==> src/rtl/ylc_pkg.sv <==
// Shared types, constants and helper functions of the luma adjust pixel core.
package ylc_pkg;

   // Fixed-point format of the color matrix coefficients.
   localparam int COEF_FRAC_BITS = 14;
   localparam int COEF_W         = COEF_FRAC_BITS + 2;
   localparam int FPROD_W        = 8 + COEF_W;
   localparam int SUM_W          = COEF_FRAC_BITS + 12;
   localparam int IPROD_W        = 9 + COEF_W + 1;
   localparam int GAIN_W         = 9;
   localparam int GPROD_W        = 8 + GAIN_W;

   // Register port.
   localparam int ADDR_W = 3;
   localparam int DATA_W = 32;

   // Queue between front and back.
   localparam int Q_DEPTH = 4;
   localparam int Q_PTR_W = $clog2(Q_DEPTH);
   localparam int Q_CNT_W = $clog2(Q_DEPTH + 1);

   // Rounds a four-decimal coefficient magnitude to the fixed-point grid.
   function automatic longint qcoef(longint c4);
      return ((c4 <<< COEF_FRAC_BITS) + 64'sd5000) / 64'sd10000;
   endfunction

   // Forward matrix magnitudes, rows Y, Cb, Cr and columns B, G, R.
   localparam logic [COEF_W-1:0] FWD_COEF [3][3] = '{
      '{COEF_W'(qcoef(1140)), COEF_W'(qcoef(5870)), COEF_W'(qcoef(2990))},
      '{COEF_W'(qcoef(5000)), COEF_W'(qcoef(3313)), COEF_W'(qcoef(1687))},
      '{COEF_W'(qcoef(813)),  COEF_W'(qcoef(4187)), COEF_W'(qcoef(5000))}
   };

   // Inverse matrix magnitudes.
   localparam logic [COEF_W-1:0] K_R_CR = COEF_W'(qcoef(14020));
   localparam logic [COEF_W-1:0] K_G_CB = COEF_W'(qcoef(3441));
   localparam logic [COEF_W-1:0] K_G_CR = COEF_W'(qcoef(7139));
   localparam logic [COEF_W-1:0] K_B_CB = COEF_W'(qcoef(17718));

   localparam logic signed [SUM_W-1:0] CHROMA_OFS = SUM_W'(longint'(128) <<< COEF_FRAC_BITS);

   localparam logic [1:0]      MODE_RESET = 2'd3;
   localparam logic [GAIN_W-1:0] GAIN_RESET = GAIN_W'(179);

   typedef enum logic [1:0] {
      MODE_TO_YCC = 2'd0,
      MODE_LUMA   = 2'd1,
      MODE_TO_BGR = 2'd2,
      MODE_ROUND  = 2'd3
   } mode_type;

   typedef enum logic {
      REG_MODE = 1'b0,
      REG_GAIN = 1'b1
   } reg_index_type;

   typedef struct packed {
      mode_type          mode;
      logic [GAIN_W-1:0] luma_gain;
   } cfg_type;

   // Which of the three processing steps a word goes through.
   typedef struct packed {
      logic fwd;
      logic gain;
      logic inv;
   } op_type;

   typedef struct packed {
      op_type     op;
      logic [7:0] ch0;
      logic [7:0] ch1;
      logic [7:0] ch2;
   } item_type;

   // Drops the fraction bits of a signed sum, truncating toward zero, and
   // clamps the result to 0..255.
   function automatic logic [7:0] sat8(logic signed [SUM_W-1:0] v);
      logic signed [SUM_W-1:0] q;
      logic [7:0]              r;
      q = v >>> COEF_FRAC_BITS;
      if (v[SUM_W-1]) begin
         r = 8'd0;
      end else if (|q[SUM_W-1:8]) begin
         r = 8'hFF;
      end else begin
         r = q[7:0];
      end
      return r;
   endfunction

endpackage

==> src/rtl/ylc_csr.sv <==
// Configuration registers of the luma adjust pixel core behind an APB-style port.
module ylc_csr (
   input  logic                        clock,
   input  logic                        reset,
   input  logic                        psel,
   input  logic                        penable,
   input  logic                        pwrite,
   input  logic [ylc_pkg::ADDR_W-1:0] paddr,
   input  logic [ylc_pkg::DATA_W-1:0] pwdata,
   output logic [ylc_pkg::DATA_W-1:0] prdata,
   output logic                        pready,
   output ylc_pkg::cfg_type            cfg
);
   import ylc_pkg::*;

   cfg_type       cfg_ff;
   cfg_type       cfg_in;
   reg_index_type idx;
   logic          wr;

   assign pready = 1'b1;
   assign idx    = reg_index_type'(paddr[2]);
   assign wr     = psel && penable && pwrite && pready;
   assign cfg    = cfg_ff;

   always_comb begin
      cfg_in = cfg_ff;
      if (wr) begin
         case (idx)
            REG_MODE: cfg_in.mode      = mode_type'(pwdata[1:0]);
            REG_GAIN: cfg_in.luma_gain = pwdata[GAIN_W-1:0];
            default:  cfg_in = cfg_ff;
         endcase
      end
   end

   always_comb begin
      case (idx)
         REG_MODE: prdata = DATA_W'(cfg_ff.mode);
         REG_GAIN: prdata = DATA_W'(cfg_ff.luma_gain);
         default:  prdata = '0;
      endcase
   end

   always_ff @(posedge clock) begin
      if (reset) begin
         cfg_ff.mode      <= mode_type'(MODE_RESET);
         cfg_ff.luma_gain <= GAIN_RESET;
      end else begin
         cfg_ff <= cfg_in;
      end
   end

endmodule

==> src/rtl/ylc_front.sv <==
// Input stage: takes pixel words and tags each with the steps its mode calls for.
module ylc_front (
   input  logic              clock,
   input  logic              reset,
   input  logic              req_valid,
   output logic              req_ready,
   input  logic [7:0]        req_in_ch0,
   input  logic [7:0]        req_in_ch1,
   input  logic [7:0]        req_in_ch2,
   input  ylc_pkg::mode_type mode,
   output logic              item_valid,
   input  logic              item_ready,
   output ylc_pkg::item_type item
);
   import ylc_pkg::*;

   logic     f_valid_ff;
   logic     f_valid_in;
   item_type f_item_ff;
   item_type f_item_in;
   op_type   op;
   logic     accept;

   // The round trip runs all three steps; the other modes run one.
   always_comb begin
      op = '0;
      case (mode)
         MODE_TO_YCC: op.fwd = 1'b1;
         MODE_LUMA:   op.gain = 1'b1;
         MODE_TO_BGR: op.inv = 1'b1;
         MODE_ROUND: begin
            op.fwd  = 1'b1;
            op.gain = 1'b1;
            op.inv  = 1'b1;
         end
         default:     op = '0;
      endcase
   end

   assign req_ready  = !f_valid_ff || item_ready;
   assign accept     = req_valid && req_ready;
   assign item_valid = f_valid_ff;
   assign item       = f_item_ff;

   always_comb begin
      f_valid_in = f_valid_ff && !item_ready;
      f_item_in  = f_item_ff;
      if (accept) begin
         f_valid_in    = 1'b1;
         f_item_in.op  = op;
         f_item_in.ch0 = req_in_ch0;
         f_item_in.ch1 = req_in_ch1;
         f_item_in.ch2 = req_in_ch2;
      end
   end

   always_ff @(posedge clock) begin
      if (reset) begin
         f_valid_ff <= 1'b0;
      end else begin
         f_valid_ff <= f_valid_in;
      end
   end

   always_ff @(posedge clock) begin
      f_item_ff <= f_item_in;
   end

endmodule

==> src/rtl/ylc_queue.sv <==
// Small first-in first-out queue of tagged words between front and back.
module ylc_queue (
   input  logic              clock,
   input  logic              reset,
   input  logic              in_valid,
   output logic              in_ready,
   input  ylc_pkg::item_type in_item,
   output logic              out_valid,
   input  logic              out_ready,
   output ylc_pkg::item_type out_item
);
   import ylc_pkg::*;

   item_type             slot_ff [Q_DEPTH];
   logic [Q_PTR_W-1:0]   wr_ptr_ff;
   logic [Q_PTR_W-1:0]   wr_ptr_in;
   logic [Q_PTR_W-1:0]   rd_ptr_ff;
   logic [Q_PTR_W-1:0]   rd_ptr_in;
   logic [Q_CNT_W-1:0]   cnt_ff;
   logic [Q_CNT_W-1:0]   cnt_in;
   logic                 push;
   logic                 pop;

   assign in_ready  = cnt_ff != Q_CNT_W'(Q_DEPTH);
   assign out_valid = cnt_ff != '0;
   assign out_item  = slot_ff[rd_ptr_ff];
   assign push      = in_valid && in_ready;
   assign pop       = out_valid && out_ready;

   always_comb begin
      wr_ptr_in = push ? wr_ptr_ff + 1'b1 : wr_ptr_ff;
      rd_ptr_in = pop ? rd_ptr_ff + 1'b1 : rd_ptr_ff;
      cnt_in    = cnt_ff;
      if (push && !pop) begin
         cnt_in = cnt_ff + 1'b1;
      end else if (pop && !push) begin
         cnt_in = cnt_ff - 1'b1;
      end
   end

   always_ff @(posedge clock) begin
      if (reset) begin
         wr_ptr_ff <= '0;
         rd_ptr_ff <= '0;
         cnt_ff    <= '0;
      end else begin
         wr_ptr_ff <= wr_ptr_in;
         rd_ptr_ff <= rd_ptr_in;
         cnt_ff    <= cnt_in;
      end
   end

   always_ff @(posedge clock) begin
      if (push) begin
         slot_ff[wr_ptr_ff] <= in_item;
      end
   end

`ifndef SYNTHESIS
   a_cnt_bound: assert property (@(posedge clock) disable iff (reset)
      cnt_ff <= Q_CNT_W'(Q_DEPTH))
      else $error("queue count above depth");

   a_cnt_grow: assert property (@(posedge clock) disable iff (reset)
      (push && !pop) |=> (cnt_ff == $past(cnt_ff) + 1'b1))
      else $error("queue count did not follow a push");

   a_empty_ptr: assert property (@(posedge clock) disable iff (reset)
      (cnt_ff == '0) |-> (rd_ptr_ff == wr_ptr_ff))
      else $error("empty queue with pointers apart");
`endif

endmodule

==> src/rtl/ylc_back.sv <==
// Six-stage color arithmetic pipeline: forward matrix, luma gain, inverse matrix.
module ylc_back (
   input  logic                        clock,
   input  logic                        reset,
   input  logic                        in_valid,
   output logic                        in_ready,
   input  ylc_pkg::item_type           in_item,
   input  logic [ylc_pkg::GAIN_W-1:0]  luma_gain,
   output logic                        rsp_valid,
   input  logic                        rsp_ready,
   output logic [7:0]                  rsp_out_ch0,
   output logic [7:0]                  rsp_out_ch1,
   output logic [7:0]                  rsp_out_ch2
);
   import ylc_pkg::*;

   localparam int STAGES = 6;

   logic [STAGES-1:0] v_ff;
   logic [STAGES-1:0] v_in;
   logic              adv;

   // Stage 1: forward products and the raw pixel.
   op_type             s1_op_ff, s1_op_in;
   logic [7:0]         s1_pix_ff [3];
   logic [7:0]         s1_pix_in [3];
   logic [FPROD_W-1:0] s1_fp_ff [3][3];
   logic [FPROD_W-1:0] s1_fp_in [3][3];

   // Stage 2: Y, Cb, Cr.
   op_type     s2_op_ff, s2_op_in;
   logic [7:0] s2_y_ff, s2_y_in, s2_cb_ff, s2_cb_in, s2_cr_ff, s2_cr_in;
   logic signed [SUM_W-1:0] fe [3][3];
   logic signed [SUM_W-1:0] sum_y, sum_cb, sum_cr;

   // Stage 3: luma product.
   op_type             s3_op_ff, s3_op_in;
   logic [GPROD_W-1:0] s3_gp_ff, s3_gp_in;
   logic [7:0] s3_y_ff, s3_y_in, s3_cb_ff, s3_cb_in, s3_cr_ff, s3_cr_in;

   // Stage 4: scaled luma.
   op_type     s4_op_ff, s4_op_in;
   logic [7:0] s4_y_ff, s4_y_in, s4_cb_ff, s4_cb_in, s4_cr_ff, s4_cr_in;
   logic [GPROD_W-9:0] scaled;

   // Stage 5: inverse products.
   op_type     s5_op_ff, s5_op_in;
   logic [7:0] s5_y_ff, s5_y_in, s5_cb_ff, s5_cb_in, s5_cr_ff, s5_cr_in;
   logic signed [IPROD_W-1:0] s5_r_cr_ff, s5_r_cr_in, s5_g_cb_ff, s5_g_cb_in;
   logic signed [IPROD_W-1:0] s5_g_cr_ff, s5_g_cr_in, s5_b_cb_ff, s5_b_cb_in;
   logic signed [8:0] cbd, crd;

   // Stage 6: result word.
   logic [7:0] s6_o0_ff, s6_o0_in, s6_o1_ff, s6_o1_in, s6_o2_ff, s6_o2_in;
   logic signed [SUM_W-1:0] yq;

   // The whole pipe moves when the result register is free or being taken.
   assign adv       = !v_ff[STAGES-1] || rsp_ready;
   assign in_ready  = adv;
   assign v_in      = adv ? {v_ff[STAGES-2:0], in_valid} : v_ff;
   assign rsp_valid = v_ff[STAGES-1];
   assign rsp_out_ch0 = s6_o0_ff;
   assign rsp_out_ch1 = s6_o1_ff;
   assign rsp_out_ch2 = s6_o2_ff;

   always_comb begin
      s1_op_in     = in_item.op;
      s1_pix_in[0] = in_item.ch0;
      s1_pix_in[1] = in_item.ch1;
      s1_pix_in[2] = in_item.ch2;
      for (int r = 0; r < 3; r++) begin
         for (int c = 0; c < 3; c++) begin
            s1_fp_in[r][c] = FPROD_W'(s1_pix_in[c]) * FPROD_W'(FWD_COEF[r][c]);
         end
      end
   end

   always_comb begin
      for (int r = 0; r < 3; r++) begin
         for (int c = 0; c < 3; c++) begin
            fe[r][c] = $signed(SUM_W'(s1_fp_ff[r][c]));
         end
      end
      sum_y    = fe[0][0] + fe[0][1] + fe[0][2];
      sum_cb   = fe[1][0] - fe[1][1] - fe[1][2] + CHROMA_OFS;
      sum_cr   = fe[2][2] - fe[2][0] - fe[2][1] + CHROMA_OFS;
      s2_op_in = s1_op_ff;
      s2_y_in  = s1_op_ff.fwd ? sat8(sum_y)  : s1_pix_ff[0];
      s2_cb_in = s1_op_ff.fwd ? sat8(sum_cb) : s1_pix_ff[1];
      s2_cr_in = s1_op_ff.fwd ? sat8(sum_cr) : s1_pix_ff[2];
   end

   always_comb begin
      s3_op_in = s2_op_ff;
      s3_gp_in = GPROD_W'(s2_y_ff) * GPROD_W'(luma_gain);
      s3_y_in  = s2_y_ff;
      s3_cb_in = s2_cb_ff;
      s3_cr_in = s2_cr_ff;
   end

   always_comb begin
      scaled   = s3_gp_ff[GPROD_W-1:8];
      s4_op_in = s3_op_ff;
      s4_cb_in = s3_cb_ff;
      s4_cr_in = s3_cr_ff;
      if (s3_op_ff.gain) begin
         s4_y_in = (|scaled[GPROD_W-9:8]) ? 8'hFF : scaled[7:0];
      end else begin
         s4_y_in = s3_y_ff;
      end
   end

   always_comb begin
      cbd = $signed({1'b0, s4_cb_ff}) - $signed(9'd128);
      crd = $signed({1'b0, s4_cr_ff}) - $signed(9'd128);
      s5_op_in   = s4_op_ff;
      s5_y_in    = s4_y_ff;
      s5_cb_in   = s4_cb_ff;
      s5_cr_in   = s4_cr_ff;
      s5_r_cr_in = IPROD_W'(crd) * IPROD_W'($signed({1'b0, K_R_CR}));
      s5_g_cb_in = IPROD_W'(cbd) * IPROD_W'($signed({1'b0, K_G_CB}));
      s5_g_cr_in = IPROD_W'(crd) * IPROD_W'($signed({1'b0, K_G_CR}));
      s5_b_cb_in = IPROD_W'(cbd) * IPROD_W'($signed({1'b0, K_B_CB}));
   end

   always_comb begin
      yq = $signed(SUM_W'(s5_y_ff) << COEF_FRAC_BITS);
      if (s5_op_ff.inv) begin
         s6_o0_in = sat8(yq + SUM_W'(s5_b_cb_ff));
         s6_o1_in = sat8(yq - SUM_W'(s5_g_cb_ff) - SUM_W'(s5_g_cr_ff));
         s6_o2_in = sat8(yq + SUM_W'(s5_r_cr_ff));
      end else begin
         s6_o0_in = s5_y_ff;
         s6_o1_in = s5_cb_ff;
         s6_o2_in = s5_cr_ff;
      end
   end

   always_ff @(posedge clock) begin
      if (reset) begin
         v_ff <= '0;
      end else begin
         v_ff <= v_in;
      end
   end

   always_ff @(posedge clock) begin
      if (adv) begin
         s1_op_ff   <= s1_op_in;
         s1_pix_ff  <= s1_pix_in;
         s1_fp_ff   <= s1_fp_in;
         s2_op_ff   <= s2_op_in;
         s2_y_ff    <= s2_y_in;
         s2_cb_ff   <= s2_cb_in;
         s2_cr_ff   <= s2_cr_in;
         s3_op_ff   <= s3_op_in;
         s3_gp_ff   <= s3_gp_in;
         s3_y_ff    <= s3_y_in;
         s3_cb_ff   <= s3_cb_in;
         s3_cr_ff   <= s3_cr_in;
         s4_op_ff   <= s4_op_in;
         s4_y_ff    <= s4_y_in;
         s4_cb_ff   <= s4_cb_in;
         s4_cr_ff   <= s4_cr_in;
         s5_op_ff   <= s5_op_in;
         s5_y_ff    <= s5_y_in;
         s5_cb_ff   <= s5_cb_in;
         s5_cr_ff   <= s5_cr_in;
         s5_r_cr_ff <= s5_r_cr_in;
         s5_g_cb_ff <= s5_g_cb_in;
         s5_g_cr_ff <= s5_g_cr_in;
         s5_b_cb_ff <= s5_b_cb_in;
         s6_o0_ff   <= s6_o0_in;
         s6_o1_ff   <= s6_o1_in;
         s6_o2_ff   <= s6_o2_in;
      end
   end

`ifndef SYNTHESIS
   a_hold: assert property (@(posedge clock) disable iff (reset)
      !adv |=> $stable(v_ff))
      else $error("pipeline valid bits moved while stalled");

   a_advance: assert property (@(posedge clock) disable iff (reset)
      (adv && v_ff[0]) |=> v_ff[1])
      else $error("word lost between first and second stage");
`endif

endmodule

==> src/rtl/ycbcr_luma_adjust_pixel_core.sv <==
// Top level of the BT.601 full-range color converter with luma gain.
//
//   Channel   Ports                          Direction  Moves
//   req       req_valid/req_ready, req_in_*  in         one pixel word
//   rsp       rsp_valid/rsp_ready, rsp_out_* out        one pixel word
//   csr       psel/penable/pwrite/paddr/...  in/out     mode (0x0), luma_gain (0x4)
//
// Sustained rate is one word per clock cycle in every mode while rsp is ready;
// back stages 1, 3 and 5 form products, 2 and 6 add and clamp, 4 clamps the gain.
// With the result side ready, an accepted word passes the front register, a
// queue slot and the six back stages, the sixth being the result register on rsp.
// Reset clears all valid bits and the queue, and loads mode 3 and gain 179.
// A stall on rsp freezes the back pipeline; the four-word queue and the front
// register keep taking words until they fill, then req_ready drops.
module ycbcr_luma_adjust_pixel_core (
   input  logic                        clock,
   input  logic                        reset,
   input  logic                        req_valid,
   output logic                        req_ready,
   input  logic [7:0]                  req_in_ch0,
   input  logic [7:0]                  req_in_ch1,
   input  logic [7:0]                  req_in_ch2,
   output logic                        rsp_valid,
   input  logic                        rsp_ready,
   output logic [7:0]                  rsp_out_ch0,
   output logic [7:0]                  rsp_out_ch1,
   output logic [7:0]                  rsp_out_ch2,
   input  logic                        psel,
   input  logic                        penable,
   input  logic                        pwrite,
   input  logic [ylc_pkg::ADDR_W-1:0] paddr,
   input  logic [ylc_pkg::DATA_W-1:0] pwdata,
   output logic [ylc_pkg::DATA_W-1:0] prdata,
   output logic                        pready
);
   import ylc_pkg::*;

   cfg_type  cfg;
   logic     f_valid;
   logic     f_ready;
   item_type f_item;
   logic     q_valid;
   logic     q_ready;
   item_type q_item;

   // Register file. The mode is sampled when a word enters, the gain when the word
   // reaches the luma stage; write both only while idle, the block does not check.
   ylc_csr u_csr (
      .clock   (clock),
      .reset   (reset),
      .psel    (psel),
      .penable (penable),
      .pwrite  (pwrite),
      .paddr   (paddr),
      .pwdata  (pwdata),
      .prdata  (prdata),
      .pready  (pready),
      .cfg     (cfg)
   );

   // Front: accepts a pixel and tags it with the steps its mode needs.
   ylc_front u_front (
      .clock      (clock),
      .reset      (reset),
      .req_valid  (req_valid),
      .req_ready  (req_ready),
      .req_in_ch0 (req_in_ch0),
      .req_in_ch1 (req_in_ch1),
      .req_in_ch2 (req_in_ch2),
      .mode       (cfg.mode),
      .item_valid (f_valid),
      .item_ready (f_ready),
      .item       (f_item)
   );

   // The queue lets the front keep accepting while the back is stalled.
   ylc_queue u_queue (
      .clock     (clock),
      .reset     (reset),
      .in_valid  (f_valid),
      .in_ready  (f_ready),
      .in_item   (f_item),
      .out_valid (q_valid),
      .out_ready (q_ready),
      .out_item  (q_item)
   );

   // Back: forward matrix, luma gain and inverse matrix, each skipped by
   // passing the channels through when the word's tag does not ask for it.
   ylc_back u_back (
      .clock       (clock),
      .reset       (reset),
      .in_valid    (q_valid),
      .in_ready    (q_ready),
      .in_item     (q_item),
      .luma_gain   (cfg.luma_gain),
      .rsp_valid   (rsp_valid),
      .rsp_ready   (rsp_ready),
      .rsp_out_ch0 (rsp_out_ch0),
      .rsp_out_ch1 (rsp_out_ch1),
      .rsp_out_ch2 (rsp_out_ch2)
   );

endmodule
==> config.mk <==
export PLATFORM = sky130hd
export DESIGN_NAME = ycbcr_luma_adjust_pixel_core
export DESIGN_NICKNAME = d
export VERILOG_FILES = /design/src/rtl/ylc_pkg.sv /design/src/rtl/ylc_csr.sv /design/src/rtl/ylc_front.sv /design/src/rtl/ylc_queue.sv /design/src/rtl/ylc_back.sv /design/src/rtl/ycbcr_luma_adjust_pixel_core.sv
export SDC_FILE = /design/constraint.sdc
export NUM_CORES = 2
export LEC_CHECK = 0
export ABC_AREA = 1
export BUFFER_PORTS_ARGS = -buffer_cell sky130_fd_sc_hd__buf_2
export CAP_MARGIN = 25
export CORE_MARGIN = 10
export CORE_UTILIZATION = 65
export DETAILED_ROUTE_END_ITERATION = 8
export PLACE_DENSITY = 0.89
export SETUP_SLACK_MARGIN = 0.15
export SLEW_MARGIN = 20
export SYNTH_ARGS = -nofsm -noshare
export SYNTH_HDL_FRONTEND = slang
export SYNTH_SLANG_ARGS = --single-unit
==> constraint.sdc <==
create_clock -name clock -period 11.4 [get_ports clock]
set_clock_uncertainty 0.15 [all_clocks]
set_input_delay 2.85 -clock clock [delete_from_list [all_inputs] [get_ports clock]]
set_output_delay 2.85 -clock clock [all_outputs]
set_load 0.01 [all_outputs]
Word level (Yosys, flattened, before mapping)
Memory sizes are Yosys's and may differ from the RTL's. A register that Yosys moved wholly into a read port is not among the register bits.
Cells that the tools add are included.
{ "op_classes": {"addsub": 18, "multipliers": 12, "eq_ne": 4, "n_mux": 31, "bitwise_logic": 1, "reduce_logical": 29} }
{ "op_table": {"columns": ["cell", "n"], "rows": [
  ["8-bit 2-to-1 mux", 20],
  ["32-bit one-hot mux with 2 select lines", 1],
  ["23-bit by 26-bit adder with 26-bit output", 2],
  ["26-bit by 23-bit adder with 26-bit output, second input constant", 2],
  ["9-bit by 15-bit multiplier with 24-bit output, second input constant", 2],
  ["8-bit by 11-bit multiplier with 19-bit output, second input constant", 2],
  ["8-bit by 9-bit multiplier with 17-bit output, second input constant", 2],
  ["26-bit by 22-bit adder with 26-bit output", 1],
  ["23-bit by 26-bit subtractor with 26-bit output", 1],
  ["26-bit by 21-bit subtractor with 26-bit output", 1],
  ["26-bit by 22-bit subtractor with 26-bit output", 1],
  ["26-bit subtractor", 1],
  ["9-bit by 16-bit multiplier with 25-bit output, second input constant", 1],
  ["4-bit OR reduction", 6],
  ["19-bit by 22-bit adder with 23-bit output", 1],
  ["8-bit by 14-bit multiplier with 22-bit output, second input constant", 1],
  ["9-bit by 13-bit multiplier with 22-bit output, second input constant", 1],
  ["21-bit by 19-bit subtractor with 22-bit output", 1],
  ["21-bit by 21-bit subtractor with 22-bit output", 1],
  ["8-bit by 13-bit multiplier with 21-bit output, second input constant", 1],
  ["8-bit by 10-bit multiplier with 18-bit output, second input constant", 1],
  ["8-bit by 8-bit subtractor with 9-bit output, second input constant", 2],
  ["8-bit by 9-bit multiplier with 17-bit output", 1],
  ["1-bit logical AND", 8],
  ["17 further kinds", 34]
]} }
{ "totals": {"register_bits": 457, "ramBits": 108, "input_bits": 66, "out_inout_bits": 59, "word_cells": 148, "mem_count": 1} }
{ "memory_table": {"columns": ["memory", "words", "width", "read_ports", "rd_ports_with_merged_regs", "wr", "line", "source"], "rows": [
  ["u_queue.slot_ff", 4, 27, 1, 1, 1, "ylc_queue.sv:14", "item_type slot_ff [Q_DEPTH];"]
]} }

Logic depth before layout (Yosys ltp)
{ "depth": {"depth_word": 7, "depth_mapped": 24, "mapped_depth_nobuf": 23} }

Hierarchy
Synthesis repeated with hierarchy kept, for this count alone.
{ "unflattened": {"hier_cells": 4901, "area_unflattened_um2": 45233.4} }
{ "by_module_without_submodules": {"columns": ["mod", "instances", "cells_per_inst", "area_per_inst_um2"], "rows": [
  ["ylc_back", 1, 4421, 39022.4],
  ["ylc_queue", 1, 329, 4545.6],
  ["ylc_front", 1, 40, 915.9],
  ["ylc_csr", 1, 111, 749.5]
]} }

Worst setup path before layout
Ideal clock, no wire load.
{ "synth_path": {"kind": "in2reg", "startpoint": "input port rsp_ready", "endpoint": "register u_back.s1_fp_ff (netlist bit u_back.fe[108]), enable pin", "setup_ps": 695, "t_arrival_ps": 9617, "path_slack_ps": 938, "stages": 2, "path_buffers": 0, "cell_sequence": "nor2_1 > inv_1"} }
{ "synth_between": {"elab_chain_len": 1} }
{ "synth_rtl": {"columns": ["item", "line", "source"], "rows": [
  ["start, declared", "ycbcr_luma_adjust_pixel_core.sv:24", "input logic rsp_ready,"],
  ["1-bit logical OR", "ylc_back.sv:58", "assign adv = !v_ff[STAGES-1] || rsp_ready;"],
  ["end signal, assigned", "ylc_back.sv:151", "s1_fp_ff <= s1_fp_in;"],
  ["end, declared", "ylc_back.sv:27", "logic [FPROD_W-1:0] s1_fp_ff [3][3];"]
]} }
Every way passes these cells.
A chain may end at the register's enable or synchronous reset.

Worst setup path in the final report
{ "layout_path": {"startpoint": "input port paddr[2] in the netlist's numbering", "endpoint": "output port prdata[1] in the netlist's numbering"} }
{ "layout_between": {"elab_chain_len": 2} }
{ "layout_rtl": {"columns": ["item", "line", "source"], "rows": [
  ["start, declared", "ycbcr_luma_adjust_pixel_core.sv:31", "input logic [ylc_pkg::ADDR_W-1:0] paddr,"],
  ["1-bit inverter (no line)", null, null],
  ["32-bit one-hot mux with 2 select lines *", "ylc_csr.sv:38", "case (idx)"],
  ["end, declared", "ycbcr_luma_adjust_pixel_core.sv:33", "output logic [ylc_pkg::DATA_W-1:0] prdata,"]
]} }
Every way passes the cells marked *; elsewhere a longest branch is shown, timed or not. The select of a mux whose other input is x is not followed.

==> impl_metrics.csv <==
group,metric,value,unit
setup_path,crit_path_frequent_cell,"buf_2",
min_path,hp-class,"reg -> reg",
clocking,cts_max_path_buffers,3,
clocking,ctsHoldBuffers,0,
outcome,outcome,"completed",
placed_design,dp_slack,5.03,ns
clocking,root_buffer,"clkbuf_16",
detailed_routing,wirelength,109,mm
die,fp.dieW,286,um
grt,grt_pass1_wl,178,mm
finish,regArea,0.0149,sq mm
grt,grt_pass1_vias,35800,
timing,worstMarginPinSlew,1.12,ns
logic_synthesis,synth.distinct_cells,58,
finish,multi_input_area,0.0271,sq mm
detailed_routing,routedWlPerCell,17.8,um
clocking,tritoncts,"done",
clocking,cts_inserted_buffers,52,
logic_synthesis,synth_area_per_cell,9.15,sq um
finish,fill_cells,4988,
grt,antenna_found_initial,1,
logic_synthesis,synthFlopType,"edfxtp_1",
finish,nets,6209,
logic_synthesis,syn_inst,5009,
setup_path,path_depth,4,
timing,relSlewSlack,25.2,%
clocking,postCtsSetupRepairBufs,0,
die,ioPinCount,125,
logic_synthesis,synth-xor-area-share,4.34,%
logic_synthesis,yosysWarnings,0,
placed_design,place_area,0.0474,sq mm
clocking,cts_resized,0,
timing,slew_viol_final,0,
setup_path,worstPathArrival,3.47,ns
grt,grt_max_degree,126,
finish,drive_gt1_share,5.05,%
timing,min_period_over_period,56.7,%
timing,finalSetupViolations,0,
detailed_routing,ant_nets,0,
logic_synthesis,synth_top_family_by_area,"adder cells",
logic_synthesis,yosys.area.top_type_share,31.3,%
setup_path,crit_required,8.40,ns
setup_path,slowest_stage,"buf_2",
die,coreArea,0.0700,sq mm
timing,period_minus_slack,6.47,ns
detailed_routing,vias,35100,
setup_path,crit_family,"buffers and inverters",
die,fp-row-count,97,
setup_path,crit_chain,"buf_2, nand2_1, o21ai_0, buf_2",
timing,max_freq,155,MHz
die,dieArea,0.0816,sq mm
grt,gr-total-overflow,0,
die,start_util,65.5,%
die,die_h,286,um
logic_synthesis,yosys-top-cells-area,"edfxtp_1 31%, ha_1 21%, fa_1 11%",
setup_path,path_class,"in -> out",
timing,fin_setup_tns,0,ns
job,max_cap_violations,0,
detailed_routing,drt_iter0_drc,3004,
finish,post-route-cell-area,0.0491,sq mm
setup_path,r2r_cells,23,
logic_synthesis,muxShareOfSynthArea,0,%
placed_design,place_congestion,0.968,
timing,rsz0062_at_grt,"no",
detailed_routing,drc,0,
placed_design,port_buffers,75,
grt,grt_usage,26.5,%
logic_synthesis,synth-compound-area-share,8.12,%
clocking,clkLatencyLatePin,0.65,ns
setup_path,startpoint_type,"primary input",
clocking,clkTransAtPathRegs,0.06,ns
detailed_routing,via_per_inst,5.75,
timing,setup_slack,4.93,ns
logic_synthesis,synth_seq_cells,505,
logic_synthesis,synth_fa_ha_area_share,31.8,%
timing,hold_viol_final,0,
finish,syn_to_final_growth,7.13,%
min_path,min_path_cells,0,
finish,diodes,0,
detailed_routing,firstDrtPassIters,6,
setup_path,endpoint_kind,"output port",
logic_synthesis,netlist_area,0.0459,sq mm
placed_design,dpl.hpwl,85.0,mm
setup_path,critPathMaxFanout,13,
setup_path,slowest_delay,0.22,ns
logic_synthesis,yosys.area_share.simple,14.6,%
clocking,htree_num_levels,2,
setup_path,path_buf_inv,2,
logic_synthesis,synth_edf_count,478,
finish,final_core_util,70.1,%
logic_synthesis,async_reset_ff_share,0,%
logic_synthesis,yosysSeqAreaShare,32.5,%
logic_synthesis,synth_area_leader_cell,"edfxtp_1",
clocking,clock_sinks,505,
[cells by family (layout without fill, tap and decap cells)]
kind of cell / count (synthesis) / count (layout)
simple gates: 1574 / 1574
buf+inv: 1031 / 1171
fa+ha+maj: 1014 / 1014
compound gates: 656 / 656
xor+xnor: 227 / 227
other cells: 2 / 24
flops: 505 / 505
[metal layers]
layer	part of all wire (%)	wire (um)	vias up	global-route usage, %
li1	-	-	16800	-
met1	39	42400	16500	31.6
met2	49	53400	1398	46.7
met3	6.4	6960	378	3.28
met4	5.8	6270	2	13.3
met5	0.012	13	-	0
[placed cells by master (no fill, tap or decap), types with 8 or more instances in the layout]
| master | synthesis | routed |
|---|---|---|
| o21bai_1 | 16 | 16 |
| xnor2_1 | 67 | 67 |
| clkinv_2 | 0 | 8 |
| clkbuf_16 | 0 | 52 |
| o21ai_1 | 17 | 17 |
| or2_2 | 11 | 11 |
| nand3_1 | 201 | 201 |
| o21ai_0 | 174 | 174 |
| nand2_1 | 920 | 920 |
| nand2_2 | 13 | 13 |
| buf_4 | 24 | 33 |
| o31ai_1 | 11 | 11 |
| clkbuf_1 | 38 | 14 |
| conb_1 | 2 | 24 |
| a31oi_1 | 24 | 24 |
| nor2_2 | 8 | 12 |
| o211ai_1 | 8 | 8 |
| nand4_1 | 54 | 54 |
| inv_1 | 950 | 948 |
| o21a_1 | 13 | 13 |
| nor3_1 | 38 | 38 |
| a21o_1 | 23 | 23 |
| dfxtp_1 | 27 | 27 |
| edfxtp_1 | 478 | 478 |
| xor2_1 | 160 | 160 |
| inv_2 | 11 | 11 |
| nor4_1 | 11 | 11 |
| clkinv_1 | 4 | 11 |
| o22ai_1 | 12 | 12 |
| a21oi_1 | 307 | 307 |
| a32oi_1 | 16 | 16 |
| a211oi_1 | 8 | 8 |
| buf_2 | 4 | 76 |
| nand3b_1 | 15 | 15 |
| nor2_1 | 277 | 273 |
| fa_1 | 252 | 252 |
| ha_1 | 762 | 762 |
[worst reg2reg max path, stage by stage, from the launching register on]
cell and delay (ns):
dfxtp_1 0.30, buf_4 0.29, inv_2 0.76, nand2_1 0.15
a32oi_1 0.21, buf_4 0.31, inv_1 0.09, ha_1 0.37
inv_1 0.14, fa_1 0.53, inv_1 0.06, fa_1 0.51
inv_1 0.06, fa_1 0.50, ha_1 0.38, nand2_1 0.09
nor2_1 0.14, nand3_1 0.09, nand3_1 0.14, nand2_1 0.07
nand2_1 0.10, nand2_1 0.06, nand2_1 0.08, xor2_1 0.32
[metrics by stage]
step	hold WS [ns]	std cells
2_1_floorplan	0.250	5031
3_3_place_gp	0.250	6013
3_5_place_dp	0.255	6014
4_1_cts	0.237	6110
5_1_grt	0.256	6111
6_report	0.244	6111
[final cells by class]
type                    instances  share of cell area (%)
clock inverters                28                   0.604
repair buffers                110                    1.33
multi-input cells            3495                    55.1
flip-flops and latches        505                    30.3
well taps                     940                    2.39
inverters                     965                    7.39
clock buffers                  68                    2.81
[flip-flops by register name (all words and copies together), names as in the netlist, 8 cells and up, named ones only]
name and flops:
u_back.s5_g_cr_ff 24, u_back.s3_y_ff 8, u_back.s4_cr_ff 8, u_back.rsp_out_ch0 8
u_back.s5_b_cb_ff 13, u_back.s4_y_ff 8, u_back.s5_r_cr_ff 11, u_back.s3_cr_ff 8
u_back.rsp_out_ch1 8, u_back.s4_cb_ff 8, u_front.item 27, u_back.s2_cb_ff 8
u_back.s2_y_ff 8, u_back.s2_cr_ff 8, u_queue.slot_ff 108, u_back.fe 134
u_back.rsp_out_ch2 8, u_back.s5_y_ff 8, u_csr.cfg 11, u_back.s1_pix_ff 8
u_back.s3_gp_ff 9, u_back.s3_cb_ff 8, u_back.s5_g_cb_ff 21
[path summary, 6_finish.rpt]
check	from	end	slack (ns)
setup / recovery	paddr[2]	prdata[1]	4.93
hold / removal	u_back.s2_cb_ff[0]	u_back.s3_cb_ff[0]	0.24
setup reg to reg	register	u_back.fe[201]	5.30
hold reg to reg	u_back.s2_cb_ff[0]	u_back.s3_cb_ff[0]	0.24
[synth_stat cells (all sizes together), types with 3 or more instances]
library cell / count
xnor2: 67
o211ai: 8
o2111ai: 3
nand2: 933
ha: 762
nor2: 288
xor2: 160
a211oi: 8
clkinv: 4
buf: 28
dfxtp: 27
or2: 11
edfxtp: 478
nand3: 206
inv: 961
o31ai: 11
fa: 252
nand4: 55
o22ai: 12
o21ai: 192
a21o: 23
a21boi: 9
a32oi: 16
clkbuf: 38
o21bai: 16
a31oi: 25
nor3: 44
o21a: 13
nor4: 14
a21oi: 313
and3: 3
nand3b: 16
Power is not shown: default switching activity piles up to over one toggle a cycle in this logic, so the estimate is an artifact.
